File: config.mk
export PLATFORM = sky130hd
export DESIGN_NAME = kdf_back
export DESIGN_NICKNAME = d
export VERILOG_FILES = /design/src/rtl/core/kdf_pkg.sv /design/src/rtl/core/kdf_back.sv
export SDC_FILE = /design/constraint.sdc
export NUM_CORES = 1
export LEC_CHECK = 0
export BUFFER_PORTS_ARGS = -buffer_cell sky130_fd_sc_hd__buf_2
export CAP_MARGIN = 40
export CORE_MARGIN = 1
export CORE_UTILIZATION = 29
export CTS_CLUSTER_SIZE = 25
export DETAILED_ROUTE_END_ITERATION = 10
export GPL_ROUTABILITY_DRIVEN = 0
export PLACE_DENSITY_LB_ADDON = 0.05
export SLEW_MARGIN = 20
export SYNTH_ARGS = -nofsm -noshare
export SYNTH_HDL_FRONTEND = slang
export SYNTH_SLANG_ARGS = --single-unit
File: constraint.sdc
create_clock -name clk -period 13 [get_ports clk]
set_clock_uncertainty 0.05 [all_clocks]
set_input_delay 1.3 -clock clk [delete_from_list [all_inputs] [get_ports clk]]
set_output_delay 1.3 -clock clk [all_outputs]
set_load 0.05 [all_outputs]
File: src/rtl/core/kdf_pkg.sv
// Shared types and constants for the KISS deframer with transmit ring.
// No dependencies; imported by every module of the block except kdf_ram.
`default_nettype none
package kdf_pkg;

	localparam int RING_DEPTH_DEF = 8192;
	localparam int NUM_PARAMS     = 5;
	localparam int QUEUE_DEPTH    = 2;

	localparam logic [7:0] FEND      = 8'hC0;
	localparam logic [7:0] FESC      = 8'hDB;
	localparam logic [7:0] TFEND     = 8'hDC;
	localparam logic [7:0] TFESC     = 8'hDD;
	localparam logic [7:0] IDLE_FLAG = 8'h7E;
	localparam logic [3:0] SEL_MASK  = 4'hF;

	typedef enum logic {
		OP_HOST_BYTE = 1'b0,
		OP_DEQUEUE   = 1'b1
	} opcode_t;

	typedef enum logic [3:0] {
		SEL_DATA        = 4'd0,
		SEL_KEYUP_DELAY = 4'd1,
		SEL_PERSISTENCE = 4'd2,
		SEL_SLOT_PERIOD = 4'd3,
		SEL_TX_TAIL     = 4'd4,
		SEL_DUPLEX_MODE = 4'd5
	} param_sel_t;

	// Index 0 is tx delay, then persistence, slot time, tx tail, full duplex.
	typedef logic [NUM_PARAMS-1:0][7:0] param_bank_t;

	typedef struct packed {
		logic is_deq;
		logic hit;
		logic ring_empty;
		logic store_req;
	} item_ctrl_t;

endpackage
`default_nettype wire

File: src/rtl/core/kdf_back.sv
// Back end: reads the ring for dequeues and drives the registered result.
// Depends on kdf_pkg; reads the ring RAM and pops kdf_queue.
`default_nettype none
module kdf_back import kdf_pkg::*; #(
	parameter int AW = 13
) (
	input  wire logic          clk,
	input  wire logic          arst_n,
	input  wire logic          head_valid,
	input  wire item_ctrl_t    head_ctrl,
	input  wire param_bank_t   head_params,
	input  wire logic [AW-1:0] head_addr,
	output logic               pop,
	output logic               ram_re,
	output logic [AW-1:0]      ram_raddr,
	input  wire logic [7:0]    ram_rdata,
	output logic               out_valid,
	input  wire logic          out_stall,
	output logic [7:0]         out_byte,
	output logic               ring_empty,
	output logic               store_request,
	output param_bank_t        params
);

	logic        s1_valid_q;
	item_ctrl_t  ctrl_s1;
	param_bank_t params_s1;
	logic        s1_move;
	logic [7:0]  byte_s1;

	// RAM read data holds while s1 waits, since the read enable only fires on pop.
	assign s1_move   = s1_valid_q && (!out_valid || !out_stall);
	assign pop       = head_valid && (!s1_valid_q || s1_move);
	assign ram_re    = pop && head_ctrl.is_deq && head_ctrl.hit;
	assign ram_raddr = head_addr;

	always_comb begin
		if (!ctrl_s1.is_deq) begin
			byte_s1 = 8'h00;
		end else if (ctrl_s1.hit) begin
			byte_s1 = ram_rdata;
		end else begin
			byte_s1 = IDLE_FLAG;
		end
	end

	always_ff @(posedge clk) begin
		if (pop) begin
			ctrl_s1   <= head_ctrl;
			params_s1 <= head_params;
		end
		if (s1_move) begin
			out_byte      <= byte_s1;
			ring_empty    <= ctrl_s1.ring_empty;
			store_request <= ctrl_s1.store_req;
			params        <= params_s1;
		end
	end

	always_ff @(posedge clk or negedge arst_n) begin
		if (!arst_n) begin
			s1_valid_q <= 1'b0;
			out_valid  <= 1'b0;
		end else begin
			if (pop) begin
				s1_valid_q <= 1'b1;
			end else if (s1_move) begin
				s1_valid_q <= 1'b0;
			end
			if (s1_move) begin
				out_valid <= 1'b1;
			end else if (!out_stall) begin
				out_valid <= 1'b0;
			end
		end
	end

endmodule
`default_nettype wire

# Yosys cells after proc, flatten, opt, wreduce, memory -nomap -nowiden
# Cells that the tools add are included.
[totals] reg_bits=96 inputBits=69 output_inout_bits=66 wordCells=37
[op_classes] eq_ne=1 n_mux=5 reduce_logical=11
[op_table] operator="$mux W7" count=1
[op_table] operator="$logic_and A1 B1 Y1" count=4
[op_table] operator="$mux W1" count=4
[op_table] operator="$logic_not A1 Y1" count=3
[op_table] operator="$logic_or A1 B1 Y1" count=2
[op_table] operator="$ne A2 B1 Y1 const B" count=1
[op_table] operator="$reduce_and A2 Y1" count=1
[op_table] operator="$reduce_bool A2 Y1" count=1

# Logic depth before layout (Yosys ltp)
[depth] depth_word=7 depth_mapped=2 ltp_nobuf=2

# Worst setup path before layout
# OpenSTA, ideal clock, no wires.
[synth_timing] path_kind="in2reg" start="input out_stall" end="register out_byte[0], enable pin" setup_time_ns=0.534 t_arrival_ns=4.966 t_required_ns=12.416 slack_ns=7.450 stages=1 n_path_buf=0 cell_sequence="a21boi_0"
[synth_between] elab_chain_cells=3
[synth_rtl] element="start, declared" line_no="kdf_back.sv:18" rtl="input wire logic out_stall,"
[synth_rtl] element="$logic_not A1 Y1"
[synth_rtl] element="$logic_or A1 B1 Y1" line_no="kdf_back.sv:32" rtl="assign s1_move = s1_valid_q && (!out_valid || !out_stall);"
[synth_rtl] element="$logic_and A1 B1 Y1" line_no="kdf_back.sv:32"
[synth_rtl] element="end signal, assigned" line_no="kdf_back.sv:53" rtl="out_byte <= byte_s1;"
[synth_rtl] element="end, declared" line_no="kdf_back.sv:19" rtl="output logic [7:0] out_byte,"
# No other way between the ends.
# A chain may end at the register's enable or synchronous reset.

# Worst setup path after layout
[layout_timing] start="input out_stall" end="output pop"
[layout_between] elab_chain_cells=5
[layout_rtl] element="$logic_not A1 Y1"
[layout_rtl] element="$logic_or A1 B1 Y1" line_no="kdf_back.sv:32"
[layout_rtl] element="$logic_and A1 B1 Y1" line_no="kdf_back.sv:32"
[layout_rtl] element="$logic_or A1 B1 Y1" line_no="kdf_back.sv:33" rtl="assign pop = head_valid && (!s1_valid_q || s1_move);"
[layout_rtl] element="$logic_and A1 B1 Y1" line_no="kdf_back.sv:33"
[layout_rtl] element="end, declared" line_no="kdf_back.sv:13" rtl="output logic pop,"
# No other way between the ends.

==> impl_metrics.csv <==
group,metric,value,unit
setup_path,worstPathBufferInverterCount,3,
clock_tree,cts.clk_slew.worst_paths,0.09,ns
timing,setup_viol,0,
cells_and_area,syn2layout_area_growth,27.0,%
setup_path,cp_cell_sequence,"buf_2, nand3_2, and2_2, buf_4, buf_2",
die,die-width,105,um
die,start_util,30.0,%
synthesis,synth.largest_area_cell,"edfxtp_1",
synthesis,yosysTopAreaCellShare,91.1,%
timing,maxSlewViolCount,0,
setup_path,slowest_stage,"buf_4",
cells_and_area,post-route-util,38.1,%
power,p_leak,1.54,nW
synthesis,syn_nets,198,
die,io_pins,135,
setup_path,rrSetupSlack,11.40,ns
setup_path,worstPathMaxFanout,45,
clock_tree,postCtsHoldBufs,0,
clock_tree,cts-root-buf,"clkbuf_8",
grt,grt_max_degree,51,
synthesis,synth_simple_gate_area_share,1.45,%
routing,routed_wl,5070,um
routing,wl_per_cell,13.4,um
die,rows,37,
setup_path,critPathTopFamily,"buffers and inverters",
synthesis,synth_top_family_by_area,"buffers and inverters",
synthesis,yosys-top-cells-area,"edfxtp_1, buf_4, a21boi_0",
clock_tree,postCtsResizedCells,0,
synthesis,ys_ff_latch,96,
timing,finalHoldWorstSlack,0.372,ns
timing,min_period,3.87,ns
routing,viasPerCell,3.88,
timing,worst_pin_slew,0.656,ns
routing,drtPass1Iterations,4,
synthesis,ys_types,11,
setup_path,cpPeakStageDelay,0.46,ns
timing,post-route-period-util,29.7,%
clock_tree,numCtsBuffers,9,
timing,rsz0062_at_grt,"no",
grt,overflow,0,
setup_path,cp_data_arrival_time,2.52,ns
synthesis,synthMuxAreaShare,0,%
synthesis,synth-adder-area-share,0,%
cells_and_area,drive_above_1_share,52.9,%
timing,hold_viol_final,0,
routing,drc_errors,0,
routing,ant_nets,0,
setup_path,critical_path.endpoint_type,"output port",
die,core-area,10300,um2
clock_tree,clockBufferDepth,2,
timing,setup_tns,0,ns
die,die_y,105,um
die,dieArea,11100,um2
timing,slew_headroom,56.3,%
cells_and_area,diodes,0,
clock_tree,cts_sinks,96,
clock_tree,clk_latency,0.34,ns
synthesis,synth_xor_xnor_area_share,0,%
clock_tree,cts_tree,"done",
grt,grt_pass1_vias,1436,
run,maxCapViolCount,0,
grt,grt_pass1_wl,7500,um
power,power.density,162,nW/um2
status,status,"finished, final reports clean",
synthesis,netlist_instances,129,
synthesis,syn_area,3100,um2
grt,grt_antenna_before_repair,0,
synthesis,synth.avg_cell_area,24.0,um2
timing,fmax,259,MHz
setup_path,cpMostUsedCell,"buf_2",
routing,vias,1466,
place,place_hpwl,3280,um
synthesis,ys_warn_count,0,
setup_path,critical_path_class,"in -> out",
hold_path,hp-class,"reg -> reg",
synthesis,yosysSeqAreaShare,92.7,%
setup_path,start_kind,"primary input",
cells_and_area,final_nets,306,
grt,track_usage,9.36,%
place,portBuffers,108,
routing,drtIter0Drc,39,
cells_and_area,nFillCells,993,
clock_tree,htreeDepth,3,
power,ir_drop,0.0000615,V
setup_path,required,11.65,ns
synthesis,synth_compound_area_share,1.98,%
clock_tree,post_cts_buffers,0,
## cell usage in the layout (no fill, tap or decap), types with 2 or more instances in the layout
cell,n
dfrtp_1,2
buf_2,108
edfxtp_1,94
a21boi_0,6
clkbuf_8,9
clkinvlp_4,2
and3_1,2
inv_1,6
buf_4,2
## sequential cells by signal, indices dropped and copies added, names as in the netlist
signal / count
store_request: 1
out_byte: 8
ring_empty: 1
s1_valid_q: 1
params: 40
ctrl_s1: 4
out_valid: 1
params_s1: 40
## final timing paths
| path | from | to | depth (start not counted) |
|---|---|---|---|
| setup / recovery | out_stall | pop | 5 |
| hold / removal | params_s1[12]$_DFFE_PP_ | params[12]$_DFFE_PP_ | 0 |
| setup reg to reg | out_valid$_DFFE_PN0P_ | params_s1[6]$_DFFE_PP_ | 3 |
| hold reg to reg | params_s1[12]$_DFFE_PP_ | params[12]$_DFFE_PP_ | 0 |
| max in group asynchronous | arst_n | out_valid$_DFFE_PN0P_ | 1 |
| min in group asynchronous | arst_n | s1_valid_q$_DFFE_PN0P_ | 1 |
## synthesized netlist by cell type
cell and count:
a21boi_0 7, a21o_2 1, and2_2 1, and3_1 2, and4_1 1, buf_4 13
dfrtp_1 2, edfxtp_1 94, inv_1 6, nand2b_1 1, nand3_2 1
## cell families after synthesis
group / after synthesis
flip-flops: 96
buffers and inverters: 19
AO/OA/AOI/OAI: 8
AND/OR/NAND/NOR: 6
## layout make-up
type | count | area, um2 | area share [%]
clock buffer | 10 | 128 | 3.24
clock inverter | 6 | 68.8 | 1.75
inverter | 6 | 22.5 | 0.572
multi-input combinational | 14 | 118 | 2.99
sequential | 96 | 2870 | 73.0
tap | 136 | 170 | 4.32
timing repair buffer | 110 | 556 | 14.1
## where the power goes
| part | switching (W) | internal, W | total [W] |
|---|---|---|---|
| combinational | 0.0000602 | 0.0000161 | 0.0000763 |
| sequential | 0.00000542 | 0.000366 | 0.000371 |
| clock | 0.000100 | 0.0000901 | 0.000191 |
## metal layers
metal | track usage, % | part of all wire [%] | vias up
li1 | - | - | 697
met5 | 0 | 0 | -
met2 | 14.5 | 49 | 71
met4 | 6.34 | 1.4 | 0
met3 | 4.02 | 8.5 | 11
met1 | 10.4 | 41 | 687
## stage by stage
stage          total power [W]  instance area (um2)  setup slack (ns)  std cells
6_report              0.000638                 3940              9.13        378
5_1_grt               0.000665                 3940              9.03        378
4_1_cts               0.000650                 3940              9.09        378
3_5_place_dp          0.000457                 3740              9.09        362
3_3_place_gp          0.000456                 3740              9.10        362
2_1_floorplan         0.000444                 3100              7.45        129
Power figures use the tool's default switching activity.
