$ cat src/rtl/core/kdf_pkg.sv
// Shared types and constants for the KISS deframer with transmit ring.
// No dependencies; imported by every module of the block except kdf_ram.
`default_nettype none
package kdf_pkg;

	localparam int RING_DEPTH_DEF = 8192;
	localparam int NUM_PARAMS     = 5;
	localparam int QUEUE_DEPTH    = 2;

	localparam logic [7:0] FEND      = 8'hC0;
	localparam logic [7:0] FESC      = 8'hDB;
	localparam logic [7:0] TFEND     = 8'hDC;
	localparam logic [7:0] TFESC     = 8'hDD;
	localparam logic [7:0] IDLE_FLAG = 8'h7E;
	localparam logic [3:0] SEL_MASK  = 4'hF;

	typedef enum logic {
		OP_HOST_BYTE = 1'b0,
		OP_DEQUEUE   = 1'b1
	} opcode_t;

	typedef enum logic [3:0] {
		SEL_DATA        = 4'd0,
		SEL_KEYUP_DELAY = 4'd1,
		SEL_PERSISTENCE = 4'd2,
		SEL_SLOT_PERIOD = 4'd3,
		SEL_TX_TAIL     = 4'd4,
		SEL_DUPLEX_MODE = 4'd5
	} param_sel_t;

	// Index 0 is tx delay, then persistence, slot time, tx tail, full duplex.
	typedef logic [NUM_PARAMS-1:0][7:0] param_bank_t;

	typedef struct packed {
		logic is_deq;
		logic hit;
		logic ring_empty;
		logic store_req;
	} item_ctrl_t;

endpackage
`default_nettype wire

$ cat src/rtl/core/kdf_queue.sv
// Short queue between front and back ends; holds decoded requests in order.
// Depends on kdf_pkg.
`default_nettype none
module kdf_queue import kdf_pkg::*; #(
	parameter int AW = 13
) (
	input  wire logic          clk,
	input  wire logic          arst_n,
	input  wire logic          push,
	input  wire item_ctrl_t    push_ctrl,
	input  wire param_bank_t   push_params,
	input  wire logic [AW-1:0] push_addr,
	output logic               full,
	output logic               head_valid,
	output item_ctrl_t         head_ctrl,
	output param_bank_t        head_params,
	output logic [AW-1:0]      head_addr,
	input  wire logic          pop
);

	localparam int QW = $clog2(QUEUE_DEPTH);
	localparam int CW = $clog2(QUEUE_DEPTH + 1);

	item_ctrl_t    ctrl_q   [QUEUE_DEPTH];
	param_bank_t   params_q [QUEUE_DEPTH];
	logic [AW-1:0] addr_q   [QUEUE_DEPTH];
	logic [QW-1:0] wr_q, rd_q;
	logic [CW-1:0] count_q;

	assign full        = (count_q == CW'(QUEUE_DEPTH));
	assign head_valid  = (count_q != '0);
	assign head_ctrl   = ctrl_q[rd_q];
	assign head_params = params_q[rd_q];
	assign head_addr   = addr_q[rd_q];

	always_ff @(posedge clk) begin
		if (push) begin
			ctrl_q[wr_q]   <= push_ctrl;
			params_q[wr_q] <= push_params;
			addr_q[wr_q]   <= push_addr;
		end
	end

	always_ff @(posedge clk or negedge arst_n) begin
		if (!arst_n) begin
			wr_q    <= '0;
			rd_q    <= '0;
			count_q <= '0;
		end else begin
			if (push) begin
				wr_q <= (wr_q == QW'(QUEUE_DEPTH - 1)) ? '0 : wr_q + 1'b1;
			end
			if (pop) begin
				rd_q <= (rd_q == QW'(QUEUE_DEPTH - 1)) ? '0 : rd_q + 1'b1;
			end
			if (push && !pop) begin
				count_q <= count_q + 1'b1;
			end else if (pop && !push) begin
				count_q <= count_q - 1'b1;
			end
		end
	end

endmodule
`default_nettype wire

$ cat config.mk
export PLATFORM = sky130hd
export DESIGN_NAME = kdf_queue
export DESIGN_NICKNAME = d
export VERILOG_FILES = /design/src/rtl/core/kdf_pkg.sv /design/src/rtl/core/kdf_queue.sv
export SDC_FILE = /design/constraint.sdc
export NUM_CORES = 1
export LEC_CHECK = 0
export BUFFER_PORTS_ARGS = -buffer_cell sky130_fd_sc_hd__buf_2
export CAP_MARGIN = 30
export CORE_ASPECT_RATIO = 0.6
export CORE_MARGIN = 1
export CORE_UTILIZATION = 41
export CTS_CLUSTER_SIZE = 30
export DETAILED_ROUTE_END_ITERATION = 8
export RECOVER_POWER = 50
export SYNTH_ARGS = -nofsm -noshare
export SYNTH_HDL_FRONTEND = slang
export SYNTH_SLANG_ARGS = --single-unit
$ cat constraint.sdc
create_clock -name clk -period 4 [get_ports clk]
set_input_delay 0.6 -clock clk [delete_from_list [all_inputs] [get_ports clk]]
set_output_delay 0.6 -clock clk [all_outputs]
set_load 0.03 [all_outputs]
=== After elaboration in Yosys (flattened, before gate mapping) ===
Memory sizes are Yosys's and may differ from the RTL's.
Cells that the tools add are included.
Widths: inputs -> output; s select.

* Add/sub/neg operators: 4
* Equality and inequality tests: 1
* Muxes and demuxes: 6
* Reduce and logical (&&, ||, !) cells: 6

{| class="wikitable"
|+ Operator list
! operator !! number
|-
| $mux 1 || 4
|-
| $mux 2 || 2
|-
| $reduce_bool 2->1 || 2
|-
| $add 1x1->1 const B || 2
|-
| $add 2x1->2 const B || 1
|-
| $eq 2x2->1 const B || 1
|-
| $logic_and 1x1->1 || 2
|-
| $logic_not 1->1 || 2
|-
| $sub 2x1->2 const B || 1
|}

* Bits in registers: 4
* Memory bits (writable): 114
* Input port bits: 61
* Memories kept: 3

{| class="wikitable"
|+ Memories
! memory !! words !! width !! rd ports !! clocked after memory_dff !! write ports !! RTL line !! source
|-
| params_q || 2 || 40 || 1 || 0 || 1 || kdf_queue.sv:25 || <nowiki>param_bank_t params_q [QUEUE_DEPTH];</nowiki>
|-
| addr_q || 2 || 13 || 1 || 0 || 1 || kdf_queue.sv:26 || <nowiki>logic [AW-1:0] addr_q [QUEUE_DEPTH];</nowiki>
|-
| ctrl_q || 2 || 4 || 1 || 0 || 1 || kdf_queue.sv:24 || <nowiki>item_ctrl_t ctrl_q [QUEUE_DEPTH];</nowiki>
|}

=== Depth between registers and ports, before layout ===
Gate-level depths: netlist (run 1).

* Word-level depth: 4
* Mapped depth: 5
* Depth with buffers taken out: 5

=== Worst setup path before layout (run 1) ===
No wires, ideal clock.

* Path kind: input to register
* Start point: in push
* End point: mem addr_q[0][0] (enable)
* Setup time: 0.479 ns
* Arrival time: 3.115 ns
* Required time: 3.521 ns
* Slack: 0.406 ns
* Cell stages on the path: 1
* Path buffers: 0
* Path through: nor2b_1

* Word-level cells in the longest chain between the ends: 2

{| class="wikitable"
|+ Ends and longest elaborated chain
! item !! RTL line !! source
|-
| from (decl) || kdf_queue.sv:9 || <nowiki>input wire logic push,</nowiki>
|-
| $mux 1 || kdf_queue.sv:37 || <nowiki>if (push) begin</nowiki>
|-
| $mux 1 (not written as such) || kdf_queue.sv:40 || <nowiki>addr_q[wr_q] <= push_addr;</nowiki>
|-
| to (decl) || kdf_queue.sv:26 ||
|}

No other way between the ends.

==> results.toml, run 1 <==
[status]
status = "complete, but fails checks"
violations = "capacitance limit, slew limit"

[detailed_routing]
drc = 0
wl_met2_um = 3370
via_per_inst = 4.66
via_count = 2233
wl_per_cell_um = 16.4
wirelength_um = 7860
dr.pass1.iters = 4
ant_nets = 0
routed.top_layer = "met4"
wl_met1_um = 3570
wl_met3_um = 870
drt_iter0_drc = 60

[clock_network]
cts_tree = "done"
cts_setup_buffers = 0
worstSkewPairLatency_ps = 400
cts-buffers-inserted = 17
cts.sinks = 118
clockBufferDepth = 2
cts_max_level = 4
clk_pin_slew_ps = 50
root_buffer = "clkbuf_16"

[final_layout]
finalNetCount = 392
area_growth_pct = 28.2
final_cell_mix = "114 x edfxtp_1, 93 x buf_2, 37 x mux2_2, 29 x clkbuf_1, 20 x mux2_4"
final_common_cell = "edfxtp_1"
fin_cells = 479
final.fill_count = 828
drive_gt1_frac = 0.516

[yosys]
syn-num-nets = 255
synthDistinctLibCells = 14
ys_warn_count = 0
ys_ff_latch = 118
syn-instance-count = 193
syn_area_sq_um = 4380
syn_avg_cell_area_sq_um = 22.7
ys_seq_area_frac = 0.805

[timing]
setup_tns_ps = 0
maxSlewHeadroom = -0.207
min_period_ps = 2860
final_max_slew_viol_count = 21
rsz0062_at_grt = "false"
whs_ps = 386
clock.fmax_mhz = 349
worst-slew-pin-transition_ps = 1810
post-route-period-util = 0.716
setup_viol = 0
clock_skew_ps = 4.75
timing.final.hold_violations = 0

[grt]
grt_antenna_before_repair = 2
grt_usage = 0.151
grt.overflow.total = 0
grt_pass1_wl_um = 11700
grt_pass1_vias = 2331
grt_start_max_net_pins = 44

[setup_path]
crit_family = "flip-flops"
r2r-start = "wr_q"
path_cells = "buf_4, mux2_2, buf_2"
cp_slowest_cell = "dfrtp_2"
cp-start-kind = "register"
r2r_end = "params_q[0][1]"
crit_path_end_kind = "primary output"
worst-r2r-setup-slack_ps = 1200
critPathMaxFanout = 30
crit_arrival_ps = 2260
critPathKind = "reg -> out"
worstPathRequired_ps = 3400
r2r_cells = 2
slowest_delay_ps = 880
cp.buffers_inverters = 2

[floorplanning]
die-area_sq_um = 11100
pin_count = 120
coreArea_sq_um = 10100
start_util = 0.432
die_x_um = 135
num_rows = 28
die_y_um = 82.0

[placement]
place_congestion = 0.737
hpwl_um = 4960
io_buffers = 119
place_inst = 445

[job]
maxCapViolations = 1

[worst_hold_path]
worstHoldStart = "push_params[5]"
min_to = "params_q[1][5]"
holdCritPathClass = "in -> reg"
whs_path_depth = 1

[power]
peakVddDrop_v = 0.000404
pwr_density_cell_nw_per_um2 = 805
p_leak_nw = 2.14
[flip-flops by register name, indices dropped and copies added, names as in the netlist]
signal / cells
wr_q: 1
params_q: 80
rd_q: 1
count_q: 2
ctrl_q: 8
addr_q: 26
[report_power, final]
part           internal (mW)  switching [mW]
Sequential              1.65           0.130
Clock                  0.827           0.464
Combinational          0.540           0.911
[stage by stage]
step | worst slack, ps | utilization | area (sq um) | power, mW
2_1_floorplan | 406 | - | 4380 | 2.90
3_3_place_gp | 1560 | 0.507 | 5130 | 3.26
3_5_place_dp | 1520 | 0.507 | 5130 | 3.27
4_1_cts | 1080 | 0.558 | 5650 | 4.58
5_1_grt | 905 | 0.554 | 5610 | 4.71
6_report | 1140 | 0.554 | 5610 | 4.52
[worst register-to-register path: cells and delay by family, from the launching register on]
| kind | cells | cell delay [ps] |
|---|---|---|
| AND/OR/NAND/NOR | 1 | 1360 |
| buffers and inverters | 1 | 670 |
| flip-flops | 1 | 390 |
[layer usage]
metal / vias to the layer above / global-route usage
met2: 108 / 0.219
met5: - / 0
met1: 1075 / 0.186
met4: 0 / 0.0708
met3: 6 / 0.0802
li1: 1044 / -
[logic make-up after synthesis]
logic type,share of synthesized area
flip-flops,0.805
multiplexers,0.164
buffers and inverters,0.0120
XOR/XNOR,0.0100
AND/OR/NAND/NOR,0.00657
adder cells (fa/ha/maj),0.00286
[worst max-delay path by stage]
stage	cells after the start	startpoint	end
6_report	3	rd_q	head_params[16]
5_1_grt	2	wr_q	params_q[0][1]
4_1_cts	3	rd_q	head_params[16]
3_5_place_dp	3	rd_q	head_params[16]
3_3_place_gp	3	rd_q	head_params[14]
2_1_floorplan	1	push	addr_q[0][0]
[synth_stat cells]
cell	number	area [sq um]
mux2_2	37	417
ha_1	1	12.5
dfrtp_1	4	100
or2_2	1	6.26
edfxtp_1	114	3420
buf_6	3	33.8
and2_1	1	6.26
xor2_1	4	35.0
nor2_1	1	3.75
mux2_4	20	300
inv_1	1	3.75
xnor2_1	1	8.76
nor2b_1	2	12.5
buf_2	3	15.0
[final cells by class]
| class | count | area [sq um] | area share |
|---|---|---|---|
| inverter | 1 | 3.75 | 0.000669 |
| sequential | 118 | 3520 | 0.628 |
| timing repair buffer | 124 | 603 | 0.107 |
| tap | 135 | 169 | 0.0301 |
| multi-input combinational | 68 | 802 | 0.143 |
| clock inverter | 9 | 62.6 | 0.0111 |
| antenna | 3 | 7.51 | 0.00134 |
| clock buffer | 21 | 440 | 0.0785 |
[repair_timing]
item                      in CTS  in global routing
hold endpoints to repair       4                  0
hold buffers                   1                  0
gates resized for setup        0                  0
No activity file was read; power rests on OpenSTA's default activity.
==> run 2, diff against run 1 <==
ABC_AREA = 1   (was default)
PLACE_DENSITY = 0.67   (was default)
clock period = 2.62 ns   (was 4 ns; I/O delays follow)
==> run 2 against run 1 <==
Effect of this change:
- the run now ends clean
- core utilization is 0.74 points higher
- clock skew rose by 3.3 ps
- combinational power increased by 61%
- global-route usage is 0.35 points lower
- cell count is 1.9% higher
- register-to-register slack got worse by 590 ps
- total power grew 56%
- critical path depth did not move
- clock power is 64% higher
- highest routed layer unchanged
==> results.toml, run 2 <==
[timing]
maxSlewHeadroom = 0.259
setup_tns_ps = 0
fin_ws_ps = 556
clock.fmax_mhz = 484
min_period_ps = 2060
clock_skew_ps = 8.00
setup_viol = 0
final_max_slew_viol_count = 0
timing.final.hold_violations = 0
whs_ps = 185
post-route-period-util = 0.788
worst-slew-pin-transition_ps = 1110
rsz0062_at_grt = "false"

[floorplanning]
num_rows = 28
die_y_um = 82.2
pin_count = 120
coreArea_sq_um = 10100
start_util = 0.434
die_x_um = 136
die-area_sq_um = 11200

[final_layout]
finalNetCount = 403
final_common_cell = "edfxtp_1"
largestRegisters = "params_q (80), addr_q (26), ctrl_q (8)"
regMostFlops = "params_q"
ff_latch_area_sq_um = 3520
area_growth_pct = 29.4
largest_reg_flops = 80
n_antenna_cell = 0
final.fill_count = 812
multiInputGateArea_sq_um = 797
drive_gt1_frac = 0.513
final_cell_mix = "114 x edfxtp_1, 90 x buf_2, 37 x mux2_2, 32 x clkbuf_1, 20 x mux2_4"

[yosys]
synthFlopType = "edfxtp_1"
syn-num-nets = 264
synth.area.top_cells = "edfxtp_1 78%, mux2_2 9.5%, mux2_4 6.8%, dfrtp_1 2.3%, buf_6 0.77%"
synth_edf_count = 114
synthDistinctLibCells = 14
ys_ff_latch = 118
syn_area_sq_um = 4400
synth.most_common_cell = "edfxtp_1"
async_flop_share = 0.0339
syn-instance-count = 202
synth_top_cell_by_area = "edfxtp_1"
yosysTopAreaCellShare = 0.779
synth_common_cells = "114 x edfxtp_1, 37 x mux2_2, 20 x mux2_4"
ys_warn_count = 0
syn_avg_cell_area_sq_um = 21.8
ys_seq_area_frac = 0.802

[setup_path]
crit_path_end_kind = "primary output"
critPathMaxFanout = 24
slowest_delay_ps = 400
cp_slowest_cell = "mux2_2"
critPathKind = "reg -> out"
cp-start-kind = "register"
path_cells = "buf_4, mux2_2, buf_2"
worstPathRequired_ps = 2230
crit_arrival_ps = 1670

[clock_network]
ctsResizeCount = 0
clk_pin_slew_ps = 50
cts_setup_buffers = 0
root_buffer = "clkbuf_16"
clockBufferDepth = 2
cts_hold_buffers = 1
worstSkewPairLatency_ps = 390
cts_max_level = 4
cts-buffers-inserted = 17
cts_tree = "done"
cts.sinks = 118

[detailed_routing]
drt_iter0_drc = 124
via_per_inst = 4.63
wl_per_cell_um = 15.8
wirelength_um = 7730
dr.pass1.iters = 4
drc = 0
via_count = 2261
ant_nets = 0

[job]
maxCapViolations = 0

[placement]
place_congestion = 0.754
io_buffers = 119
dpl_worst_slack_ps = 943
hpwl_um = 5050

[power]
p_seq_frac = 0.370
intPower_mw = 4.73
p_total_mw = 7.06
pwr_density_cell_nw_per_um2 = 1240
clkPwrFrac = 0.300
switchingPower_mw = 2.33
sw_frac_of_total = 0.330
p_leak_nw = 2.20
peakVddDrop_v = 0.000684
power_frac_comb = 0.330

[grt]
grt_antenna_before_repair = 1
grt_pass1_vias = 2223
grt.overflow.total = 0
grt_usage = 0.148
grt_pass1_wl_um = 11500
grt_start_max_net_pins = 48

[worst_hold_path]
holdCritPathClass = "in -> reg"

[status]
status = "finished, final reports clean"
[run 2: changes by cell type in the layout (fill, tap and decap cells not counted), sizes merged, moves of 3 or more]
| cell | delta |
|---|---|
| clkbuf | +4 |
| inv | +6 |
| diode | -3 |
| buf | -3 |
| nand2 | +6 |
[run 2: cell families after synthesis]
kind of cell               Yosys count  synth area share
DFF                                118             0.802
and+or+nand+nor                     10           0.00939
adders and majority gates            1           0.00285
muxes                               57             0.163
xor gates and xnor gates             3           0.00598
buffers and inverters               13            0.0171
[run 2: final timing paths]
kind / cells after the start / from / end / slack (ps)
setup / recovery: 3 / rd_q / head_params[34] / 560
hold / removal: 1 / push_addr[11] / addr_q[0][11] / 190
setup reg to reg: 3 / wr_q / params_q[1][34] / 610
hold reg to reg: 2 / count_q[1] / count_q[1] / 490
max in group asynchronous: 2 / arst_n / rd_q / 2030
min in group asynchronous: 2 / arst_n / rd_q / 370
[run 2: layer usage]
layer  up-vias  GRT usage  part of all wire
li1       1070          -                 -
met1      1093      0.179              0.45
met2        91      0.222              0.45
met3         7     0.0720             0.095
met4         0     0.0708            0.0066
met5         -          0                 0
[run 2: layout make-up]
cell class,count,share of cell area
clock buffers,20,0.0768
flip-flops and latches,118,0.620
multi-input cells,71,0.140
repair buffers,126,0.110
clock inverters,11,0.0194
well taps,135,0.0297
inverters,7,0.00462
[run 2: worst max-delay path, delay by kind of cell, from the launching register on]
family	cells	cell delay, ps
buffers and inverters	2	500
multiplexers	1	400
flip-flops	1	370
[run 2: per-stage QoR]
step / std cells / instance area, sq um / util
after detailed placement: 456 / 5190 / 0.513
after floorplan: 202 / 4400 / -
after CTS: 488 / 5750 / 0.568
after global placement: 456 / 5190 / 0.513
after global routing: 488 / 5690 / 0.562
final: 488 / 5690 / 0.562
[run 2: power groups by stage]
stage / sequential (mW) / clock (mW) / combinational (mW)
5_1_grt: 2.64 / 2.25 / 2.49
4_1_cts: 2.61 / 2.17 / 2.40
3_3_place_gp: 2.63 / 0 / 2.38
3_5_place_dp: 2.65 / 0 / 2.39
2_1_floorplan: 2.63 / 0 / 1.79
6_report: 2.61 / 2.12 / 2.33
