File: src/rtl/core/kdf_ram.sv
// Generic single-write, single-read RAM with registered read data.
// No dependencies.
`default_nettype none
module kdf_ram #(
	parameter int WIDTH = 8,
	parameter int DEPTH = 16,
	localparam int AW = $clog2(DEPTH)
) (
	input  wire logic             clk,
	input  wire logic             we,
	input  wire logic [AW-1:0]    waddr,
	input  wire logic [WIDTH-1:0] wdata,
	input  wire logic             re,
	input  wire logic [AW-1:0]    raddr,
	output logic      [WIDTH-1:0] rdata
);

	logic [WIDTH-1:0] mem_q [DEPTH];

	always_ff @(posedge clk) begin
		if (we) begin
			mem_q[waddr] <= wdata;
		end
		if (re) begin
			rdata <= mem_q[raddr];
		end
	end

endmodule
`default_nettype wire

File: config.mk
export PLATFORM = sky130hd
export DESIGN_NAME = kdf_ram
export DESIGN_NICKNAME = d
export VERILOG_FILES = /design/src/rtl/core/kdf_ram.sv
export SDC_FILE = /design/constraint.sdc
export NUM_CORES = 1
export LEC_CHECK = 0
export ABC_AREA = 1
export CAP_MARGIN = 20
export CORE_MARGIN = 2
export CORE_UTILIZATION = 30
export CTS_CLUSTER_SIZE = 16
export DETAILED_ROUTE_END_ITERATION = 8
export DONT_BUFFER_PORTS = 1
export GPL_TIMING_DRIVEN = 0
export SLEW_MARGIN = 0
export SYNTH_ARGS = -nofsm -noshare
export SYNTH_HDL_FRONTEND = slang
export SYNTH_SLANG_ARGS = --single-unit
File: constraint.sdc
create_clock -name clk -period 1.3 [get_ports clk]
set_input_delay 0.195 -clock clk [delete_from_list [all_inputs] [get_ports clk]]
set_output_delay 0.195 -clock clk [all_outputs]
set_load 0.1 [all_outputs]
# Word-level counts from Yosys, hierarchy flattened
# Memory sizes are Yosys's and may differ from the RTL's. A register that Yosys moved wholly into a read port is not among the register bits.
# Cells that the tools add are included.
# totals
regBits,0
latch_bits,0
ram_bits,128
romBits,0
in_bits,19
out_inout_bits,8
wordCells,3
memories,1
# classes
addsub,0
mul,0
div_mod_pow,0
n_lt_le_gt_ge,0
eq_ne,0
n_shift,0
mux,2
bitwise_logic,0
reduce_logical,0
# memory_table
memory,depth,width,rd,rd_ports_with_merged_regs,write_ports,line_no,rtl
mem_q,16,8,1,1,1,18,logic [WIDTH-1:0] mem_q [DEPTH];
# op_table
cell,count
1-bit two-way mux,2

# Depth between registers and ports, before layout
# Gate-level depths: netlist of the first run.
# depth
ltp_word,2
ltp_mapped,8
ltp_nobuf,7

# Worst setup path after synthesis of the first run
# Ideal clock, no wire load.
# synth_timing
path_type,input to register
from,input waddr[2]
to,memory mem_q[10][0] (enable)
setup_time_ns,0.370
t_arrival_ns,0.776
t_required_ns,0.930
slack_ns,0.154
stages,2
path_buffers,0
path_cell_list,nand3b_1 -> nor2_1
# synth_lines
item,line_no,rtl
"start, declared",11,"input wire logic [AW-1:0] waddr,"
"end, declared",18,
# Straight into the memory's write port.

# Worst setup path after layout of the first run
# layout_timing
from,register rdata[6] (read register of mem_q)
to,output rdata[6]
# layout_lines
item,line_no,rtl
"start, declared",15,output logic [WIDTH-1:0] rdata
# No word-level cell between the ends.

==> results of run 1 <==
final timing paths:
kind / from / endpoint / slack (ps)
min reg2reg: mem_q[12][5] / rdata[5] / 810
max reg2reg: mem_q[15][7] / rdata[7] / 100
max: rdata[6] / rdata[6] / -250
min: waddr[1] / mem_q[11][0] / 260
through the flow:
stage	cells	setup WS [ps]	hold WS (ps)
after floorplan	551	154	294
after global placement	816	-260	295
after detailed placement	816	-286	295
after CTS	856	-267	250
after global routing	856	-288	279
final	856	-248	264
routing by layer:
metal	vias to the layer above	track usage, %	routed length [um]
li1	1843	-	-
met1	1746	20.5	6510
met2	158	21.9	6230
met3	21	3.53	1030
met4	0	5.68	323
met5	-	0	0
power by group through the flow:
stage                     Clock (mW)  Sequential [mW]  Combinational (mW)
after floorplan                    0             5.21               0.346
after global placement             0             5.21               0.511
after detailed placement           0             5.21               0.515
after CTS                       4.93             5.12               0.618
after global routing            5.10             5.13               0.683
final                           4.87             5.12               0.615
registers in the layout (all words and copies together), names as in the netlist:
signal / count
mem_q: 128
rdata: 8
placed cells by master, fill, tap and decap left out, types with 4 or more instances in the layout:
cell type and count:
edfxtp_1 136, buf_4 4, clkbuf_16 17, buf_2 13, nand2_1 173, nand3_1 97, inv_1 100, nor2_1 17
buf_6 6, dlygate4sd3_1 9
layout make-up:
type / count / area (um2) / share of cell area (%)
buffer: 24 / 166 / 2.42
clock inverter: 14 / 175 / 2.55
multi-input combinational: 289 / 1210 / 17.7
clock buffer: 17 / 425 / 6.19
sequential: 136 / 4080 / 59.5
tap: 265 / 332 / 4.83
timing repair buffer: 9 / 90.1 / 1.31
inverter: 102 / 383 / 5.57
repair_timing:
item / in CTS / in global routing
setup endpoints to repair: 8 / 8
endpoints found under the hold margin: 136 / 0
pin swaps: 0 / 0
hold buffers: 9 / 0
cells by family after synthesis:
group                  count (synthesis)  share of synthesized area [%]
DFF                                  136                           69.8
and+or+nand+nor                      289                           20.8
buffers and inverters                126                           9.39
==> flow_metrics.env, run 1 <==
export IMPL_cts_sinks=136
export IMPL_min_period_ps=1550
export IMPL_area_growth_pct=17.5
export IMPL_cts_inserted_buffers=17
export IMPL_final_nets=598
export IMPL_root_buffer="clkbuf_16"
export IMPL_violations="setup timing"
export IMPL_cts_resized=0
export IMPL_vias=3768
export IMPL_clk_latency_ps=420
export IMPL_critPathMaxFanout=1
export IMPL_cts_tree="yes"
export IMPL_drv_cap=0
export IMPL_synth_ff_type="edfxtp_1"
export IMPL_synthCells=551
export IMPL_power_total_mw=10.6
export IMPL_fp_row_count=51
export IMPL_synthTopCellsByCount="nand2_1, edfxtp_1, inv_1, nand3_1, nor2_1"
export IMPL_pwr_share_clk_pct=45.9
export IMPL_grt_setup_unrepaired="yes"
export IMPL_grt_max_degree=17
export IMPL_path_clk_slew_ps=60
export IMPL_boundaryPins=27
export IMPL_seq_area_frac_synth_pct=69.8
export IMPL_hold_violations=0
export IMPL_yosysWarnings=0
export IMPL_placed_cell_area_mm2=0.00618
export IMPL_critical_path_depth=0
export IMPL_combPwrFrac_pct=5.8
export IMPL_min_path_cells=2
export IMPL_worst_r2r_path_depth=6
export IMPL_setup_viol=8
export IMPL_diodes=0
export IMPL_hpwl_um=9280
export IMPL_grt_ovfl_total=0
export IMPL_worstPathArrival_ps=1350
export IMPL_h_tree_depth=4
export IMPL_p_per_area_mw_per_mm2=1540
export IMPL_io_buffer_count=0
export IMPL_cts_buffer_depth=2
export IMPL_grt_pass1_wl_um=21300
export IMPL_hold_path_class="in2reg"
export IMPL_status="finished, violations left"
export IMPL_drt_iter0_markers=425
export IMPL_antenna_found_initial=0
export IMPL_yosysUniqueCellTypes=11
export IMPL_p_switching_mw=2.46
export IMPL_fin_area_mm2=0.00687
export IMPL_worstPathRequired_ps=1110
export IMPL_die_h_um=144
export IMPL_cp_end_kind="output port"
export IMPL_peakVddDrop_mv=1.30
export IMPL_path_class="reg2out"
export IMPL_synth_area_mm2=0.00585
export IMPL_finalCritPeriodShare_pct=119
export IMPL_synth_top_area_share_pct=69.8
export IMPL_synth_most_common_cell="nand2_1"
export IMPL_place_gp_congestion=0.897
export IMPL_grt_usage_pct=14.6
export IMPL_fmax_ghz=0.646
export IMPL_final_util_pct=35.6
export IMPL_internal_power_mw=8.14
export IMPL_drc=0
export IMPL_die_area_mm2=0.0206
export IMPL_synth_nets=570
export IMPL_tightest_slew_ps=951
export IMPL_synth_edf_count=136
export IMPL_ys_seq_elements=136
export IMPL_syn_avg_cell_area_um2=10.6
export IMPL_first_pass_iters=5
export IMPL_setup_tns_ps=-1920
export IMPL_ant_nets=0
export IMPL_p_seq_share_pct=48.3
export IMPL_die_w_um=144
export IMPL_slew_violations=0
export IMPL_wirelength_um=14100
export IMPL_startpoint_type="flop"
export IMPL_viasPerCell=4.40
export IMPL_grt_pass1_vias=3580
export IMPL_leakagePower_nw=2.86
export IMPL_post_cts_buffers=0
export IMPL_start_util_pct=30.3
export IMPL_drive_gt1_share_pct=9.14
export IMPL_maxSlewHeadroom_pct=36.3
export IMPL_core_area_mm2=0.0193
export IMPL_n_fill_cell=1943
export IMPL_synth_async_reset_ratio_pct=0
export IMPL_fin_ws_ps=-248
export IMPL_post_drt_wl_per_cell_um=16.5
export IMPL_skew_ps=9.31
export IMPL_swShare_pct=23.2
export IMPL_yosysTopAreaCell="edfxtp_1"
export IMPL_synth_area_leaders="edfxtp_1, nand2_1, nand3_1, inv_1, buf_6"
No activity file was read; power rests on OpenSTA's default activity.
==> run 2: changes to the inputs <==
--- a/config.mk
+++ b/config.mk
@@ -6,6 +6,7 @@
 export NUM_CORES = 1
 export LEC_CHECK = 0
 export ABC_AREA = 1
+export ABC_CLOCK_PERIOD_IN_PS = 1300
 export CAP_MARGIN = 20
 export CORE_MARGIN = 2
 export CORE_UTILIZATION = 30
@@ -13,6 +14,7 @@
 export DETAILED_ROUTE_END_ITERATION = 8
 export DONT_BUFFER_PORTS = 1
 export GPL_TIMING_DRIVEN = 0
+export SETUP_SLACK_MARGIN = 0.05
 export SLEW_MARGIN = 0
 export SYNTH_ARGS = -nofsm -noshare
 export SYNTH_HDL_FRONTEND = slang
==> flow_metrics.env, run 2 (same netlist as run 1, synthesis figures left out) <==
export IMPL_dp_worst_setup_slack_ps=-286
export IMPL_start_util_pct=30.3
export IMPL_fmax_ghz=0.645
export IMPL_drive_gt1_share_pct=10.5
export IMPL_layout_common_cells="nand2_1, edfxtp_1, inv_1"
export IMPL_placed_cell_area_mm2=0.00618
export IMPL_p_per_area_mw_per_mm2=1540
export IMPL_critPathMaxFanout=1
export IMPL_cts_sinks=136
export IMPL_cp_end_kind="output port"
export IMPL_drc=0
export IMPL_grt_pass1_wl_um=21300
export IMPL_mostFrequentLayoutCell="nand2_1"
export IMPL_path_clk_slew_ps=60
export IMPL_p_switching_mw=2.49
export IMPL_grt_max_degree=17
export IMPL_hold_violations=0
export IMPL_finalCritPeriodShare_pct=119
export IMPL_swShare_pct=23.4
export IMPL_first_pass_iters=5
export IMPL_peakVddDrop_mv=1.30
export IMPL_regMostFlops="mem_q"
export IMPL_die_h_um=144
export IMPL_violations="setup timing"
export IMPL_path_class="reg2out"
export IMPL_diodes=0
export IMPL_dp_cells=816
export IMPL_io_buffer_count=0
export IMPL_worstPathRequired_ps=1110
export IMPL_boundaryPins=27
export IMPL_core_area_mm2=0.0193
export IMPL_wirelength_um=14100
export IMPL_min_period_ps=1550
export IMPL_power_total_mw=10.6
export IMPL_slew_violations=0
export IMPL_worst_r2r_path_depth=6
export IMPL_n_fill_cell=1945
export IMPL_post_drt_wl_per_cell_um=16.5
export IMPL_hold_path_class="in2reg"
export IMPL_ant_nets=0
export IMPL_drv_cap=0
export IMPL_reg2reg_from="mem_q[15][7]"
export IMPL_cts_tree="yes"
export IMPL_status="finished, violations left"
export IMPL_drt_iter0_markers=399
export IMPL_ff2ff_setup_slack_ps=110
export IMPL_die_w_um=144
export IMPL_r2r_end="rdata[7]"
export IMPL_worstPathArrival_ps=1360
export IMPL_root_buffer="clkbuf_16"
export IMPL_largest_reg_flops=128
export IMPL_stdcell_count=856
export IMPL_final_util_pct=35.8
export IMPL_internal_power_mw=8.14
export IMPL_top_regs="mem_q (128), rdata (8)"
export IMPL_grt_setup_unrepaired="yes"
export IMPL_pwr_share_clk_pct=45.9
export IMPL_h_tree_depth=4
export IMPL_cts_inserted_buffers=17
export IMPL_grt_pass1_vias=3580
export IMPL_grt_usage_pct=14.6
export IMPL_maxSlewHeadroom_pct=34.3
export IMPL_fin_ws_ps=-250
export IMPL_vias=3741
export IMPL_grt_ovfl_total=0
export IMPL_place_gp_congestion=0.897
export IMPL_die_area_mm2=0.0206
export IMPL_p_seq_share_pct=48.2
export IMPL_combPwrFrac_pct=5.9
export IMPL_fin_area_mm2=0.00690
export IMPL_min_from="waddr[1]"
export IMPL_skew_ps=11.5
export IMPL_setup_viol=8
export IMPL_hpwl_um=9280
export IMPL_tightest_slew_ps=981
export IMPL_min_path_cells=2
export IMPL_cts_buffer_depth=2
export IMPL_fp_row_count=51
export IMPL_viasPerCell=4.37
export IMPL_clk_latency_ps=430
export IMPL_antenna_found_initial=0
export IMPL_final_nets=598
export IMPL_leakagePower_nw=2.86
export IMPL_startpoint_type="flop"
export IMPL_area_growth_pct=18.0
export IMPL_worstHoldEndpoint="mem_q[11][0]"
==> run 2: cell counts in the layout (fill, tap and decap cells not counted) <==
No cell type changed its count.
==> run 2: cell type report <==
type | count | area (um2) | share of cell area [%]
Inverter | 102 | 383 | 5.55
Clock inverter | 14 | 175 | 2.54
Multi-Input combinational cell | 289 | 1240 | 18.0
Sequential cell | 136 | 4080 | 59.2
Clock buffer | 17 | 425 | 6.17
Timing Repair Buffer | 9 | 90.1 | 1.31
Buffer | 24 | 166 | 2.41
Tap cell | 265 | 332 | 4.81
==> run 2: how the worst max path moves through the flow <==
stage	cells past startpoint	startpoint	slack, ps	to
after detailed placement	2	waddr[3]	-290	mem_q[5][1]
after floorplan	2	waddr[2]	150	mem_q[10][0]
after global placement	2	waddr[2]	-260	mem_q[9][7]
after CTS	0	rdata[6]	-270	rdata[6]
final	0	rdata[6]	-250	rdata[6]
after global routing	0	rdata[6]	-290	rdata[6]
==> run 2: layer usage <==
metal,up-vias,track usage (%),routed length (um)
met5,-,0,0
met4,0,5.68,323
met3,20,3.53,1000
met2,141,21.9,6340
met1,1739,20.5,6470
li1,1841,-,-
==> run 2: per-stage QoR <==
stage	hold WS, ps	setup TNS, ps
after floorplan	294	0
after global placement	295	-17860
after detailed placement	295	-19900
after CTS	250	-2050
after global routing	279	-2190
final	256	-1950
==> run 2: timing repair <==
item	4_1_cts	5_1_grt
gates resized for setup	0	8
hold buffers	9	0
setup endpoints to repair	8	13
buffers inserted	0	0
hold endpoints to repair	136	0
==> run 2: power by group through the flow <==
stage / clock network (mW) / logic [mW] / registers [mW]
final: 4.88 / 0.625 / 5.12
after global routing: 5.10 / 0.694 / 5.13
after CTS: 4.93 / 0.618 / 5.12
after detailed placement: 0 / 0.515 / 5.21
after global placement: 0 / 0.511 / 5.21
after floorplan: 0 / 0.346 / 5.21
==> run 3: changes to the inputs <==
==> constraint.sdc (replaced) <==
create_clock -name clk -period 1.3 [get_ports clk]
set_input_delay 0.325 -clock clk [delete_from_list [all_inputs] [get_ports clk]]
set_output_delay 0.325 -clock clk [all_outputs]
set_load 0.1 [all_outputs]
==> flow_metrics.env, run 3 (same netlist as run 1, synthesis figures left out) <==
export IMPL_cts_sinks=136
export IMPL_met2_length_um=6340
export IMPL_reg2reg_from="mem_q[15][7]"
export IMPL_final_util_pct=36.0
export IMPL_antenna_found_initial=0
export IMPL_io_buffer_count=0
export IMPL_wirelength_um=14200
export IMPL_wl_met1_um=6570
export IMPL_start_util_pct=30.3
export IMPL_grt_pass1_wl_um=21400
export IMPL_stdcell_count=857
export IMPL_cts_tree="yes"
export IMPL_boundaryPins=27
export IMPL_skew_ps=10.0
export IMPL_dp_cells=816
export IMPL_leakagePower_nw=2.89
export IMPL_startpoint_type="flop"
export IMPL_hold_violations=0
export IMPL_ff2ff_setup_slack_ps=120
export IMPL_vias=3764
export IMPL_min_period_ps=1680
export IMPL_drc=0
export IMPL_wl_met3_um=974
export IMPL_highest_layer="met4"
export IMPL_critPathMaxFanout=1
export IMPL_grt_pass1_vias=3578
export IMPL_clk_latency_ps=420
export IMPL_post_drt_wl_per_cell_um=16.6
export IMPL_grt_usage_pct=14.6
export IMPL_final_nets=599
export IMPL_finalCritPeriodShare_pct=129
export IMPL_maxSlewHeadroom_pct=40.4
export IMPL_cts_inserted_buffers=17
export IMPL_first_pass_iters=8
export IMPL_ant_nets=0
export IMPL_violations="setup timing"
export IMPL_slew_violations=0
export IMPL_worstPathArrival_ps=1350
export IMPL_min_path_cells=2
export IMPL_status="finished, violations left"
export IMPL_cp_end_kind="output port"
export IMPL_min_from="waddr[1]"
export IMPL_area_growth_pct=18.6
export IMPL_top_regs="mem_q (128), rdata (8)"
export IMPL_p_per_area_mw_per_mm2=1530
export IMPL_placed_cell_area_mm2=0.00618
export IMPL_grt_setup_unrepaired="yes"
export IMPL_peakVddDrop_mv=1.30
export IMPL_drv_cap=0
export IMPL_r2r_end="rdata[7]"
export IMPL_diodes=0
export IMPL_cts_buffer_depth=2
export IMPL_fp_row_count=51
export IMPL_hold_ws_ps=329
export IMPL_hpwl_um=9280
export IMPL_fin_ws_ps=-379
export IMPL_die_area_mm2=0.0206
export IMPL_viasPerCell=4.39
export IMPL_setup_viol=8
export IMPL_die_w_um=144
export IMPL_die_h_um=144
export IMPL_h_tree_depth=4
export IMPL_layout_common_cells="nand2_1, edfxtp_1, inv_1"
export IMPL_grt_ovfl_total=0
export IMPL_mostFrequentLayoutCell="nand2_1"
export IMPL_drive_gt1_share_pct=11.7
export IMPL_dp_worst_setup_slack_ps=-416
export IMPL_core_area_mm2=0.0193
export IMPL_tightest_slew_ps=895
export IMPL_critPathLaunch="rdata[6]"
export IMPL_root_buffer="clkbuf_16"
export IMPL_path_class="reg2out"
export IMPL_fmax_ghz=0.596
export IMPL_fin_area_mm2=0.00693
export IMPL_grt_max_degree=17
export IMPL_worstHoldEndpoint="mem_q[11][0]"
export IMPL_path_clk_slew_ps=60
export IMPL_regMostFlops="mem_q"
export IMPL_worstPathRequired_ps=980
export IMPL_hold_path_class="in2reg"
export IMPL_largest_reg_flops=128
export IMPL_worst_r2r_path_depth=6
export IMPL_place_gp_congestion=0.897
export IMPL_drt_iter0_markers=423
## run 3: changes by cell type in the layout (fill, tap and decap cells not counted), sizes merged
cell | previous run | this run
dlymetal6s4s | 0 | 3
dlygate4sd3 | 9 | 7
## run 3: worst max-delay path by stage
stage / to / slack (ps) / cells after the start
after floorplan: mem_q[4][0] / 20 / 2
after global placement: mem_q[9][7] / -390 / 2
after detailed placement: mem_q[5][1] / -420 / 2
after CTS: rdata[6] / -400 / 0
after global routing: rdata[6] / -420 / 0
final: rdata[6] / -380 / 0
## run 3: report_power, final
group / internal, mW / leakage, nW / switching, mW
Clock: 3.02 / 0.283 / 1.87
Sequential: 4.94 / 1.24 / 0.176
Combinational: 0.182 / 1.37 / 0.451
Total: 8.15 / 2.89 / 2.50
## run 3: metrics by stage
step / setup TNS, ps / power, mW
after floorplan: 0 / 5.55
after global placement: -35540 / 5.72
after detailed placement: -37580 / 5.73
after CTS: -3110 / 10.7
after global routing: -3230 / 10.9
final: -2980 / 10.6
## run 3: layer usage
layer | track usage, % | vias to the layer above
met5 | 0 | -
met4 | 5.68 | 0
met3 | 3.53 | 26
met2 | 21.9 | 147
met1 | 20.6 | 1746
li1 | - | 1845
## run 3: repair_timing
action                                 CTS  global route
hold buffers                             8             2
endpoints found under the hold margin  128             3
gates resized for setup                  3            15
setup endpoints to repair               32            82
setup buffers                            0             0
## run 3: area by class of cell
class	instances	area, um2
multi-input combinational	289	1260
timing repair buffer	10	108
sequential	136	4080
clock inverter	14	175
clock buffer	17	425
fill	1948	12300
tap	265	332
buffer	24	166
inverter	102	383
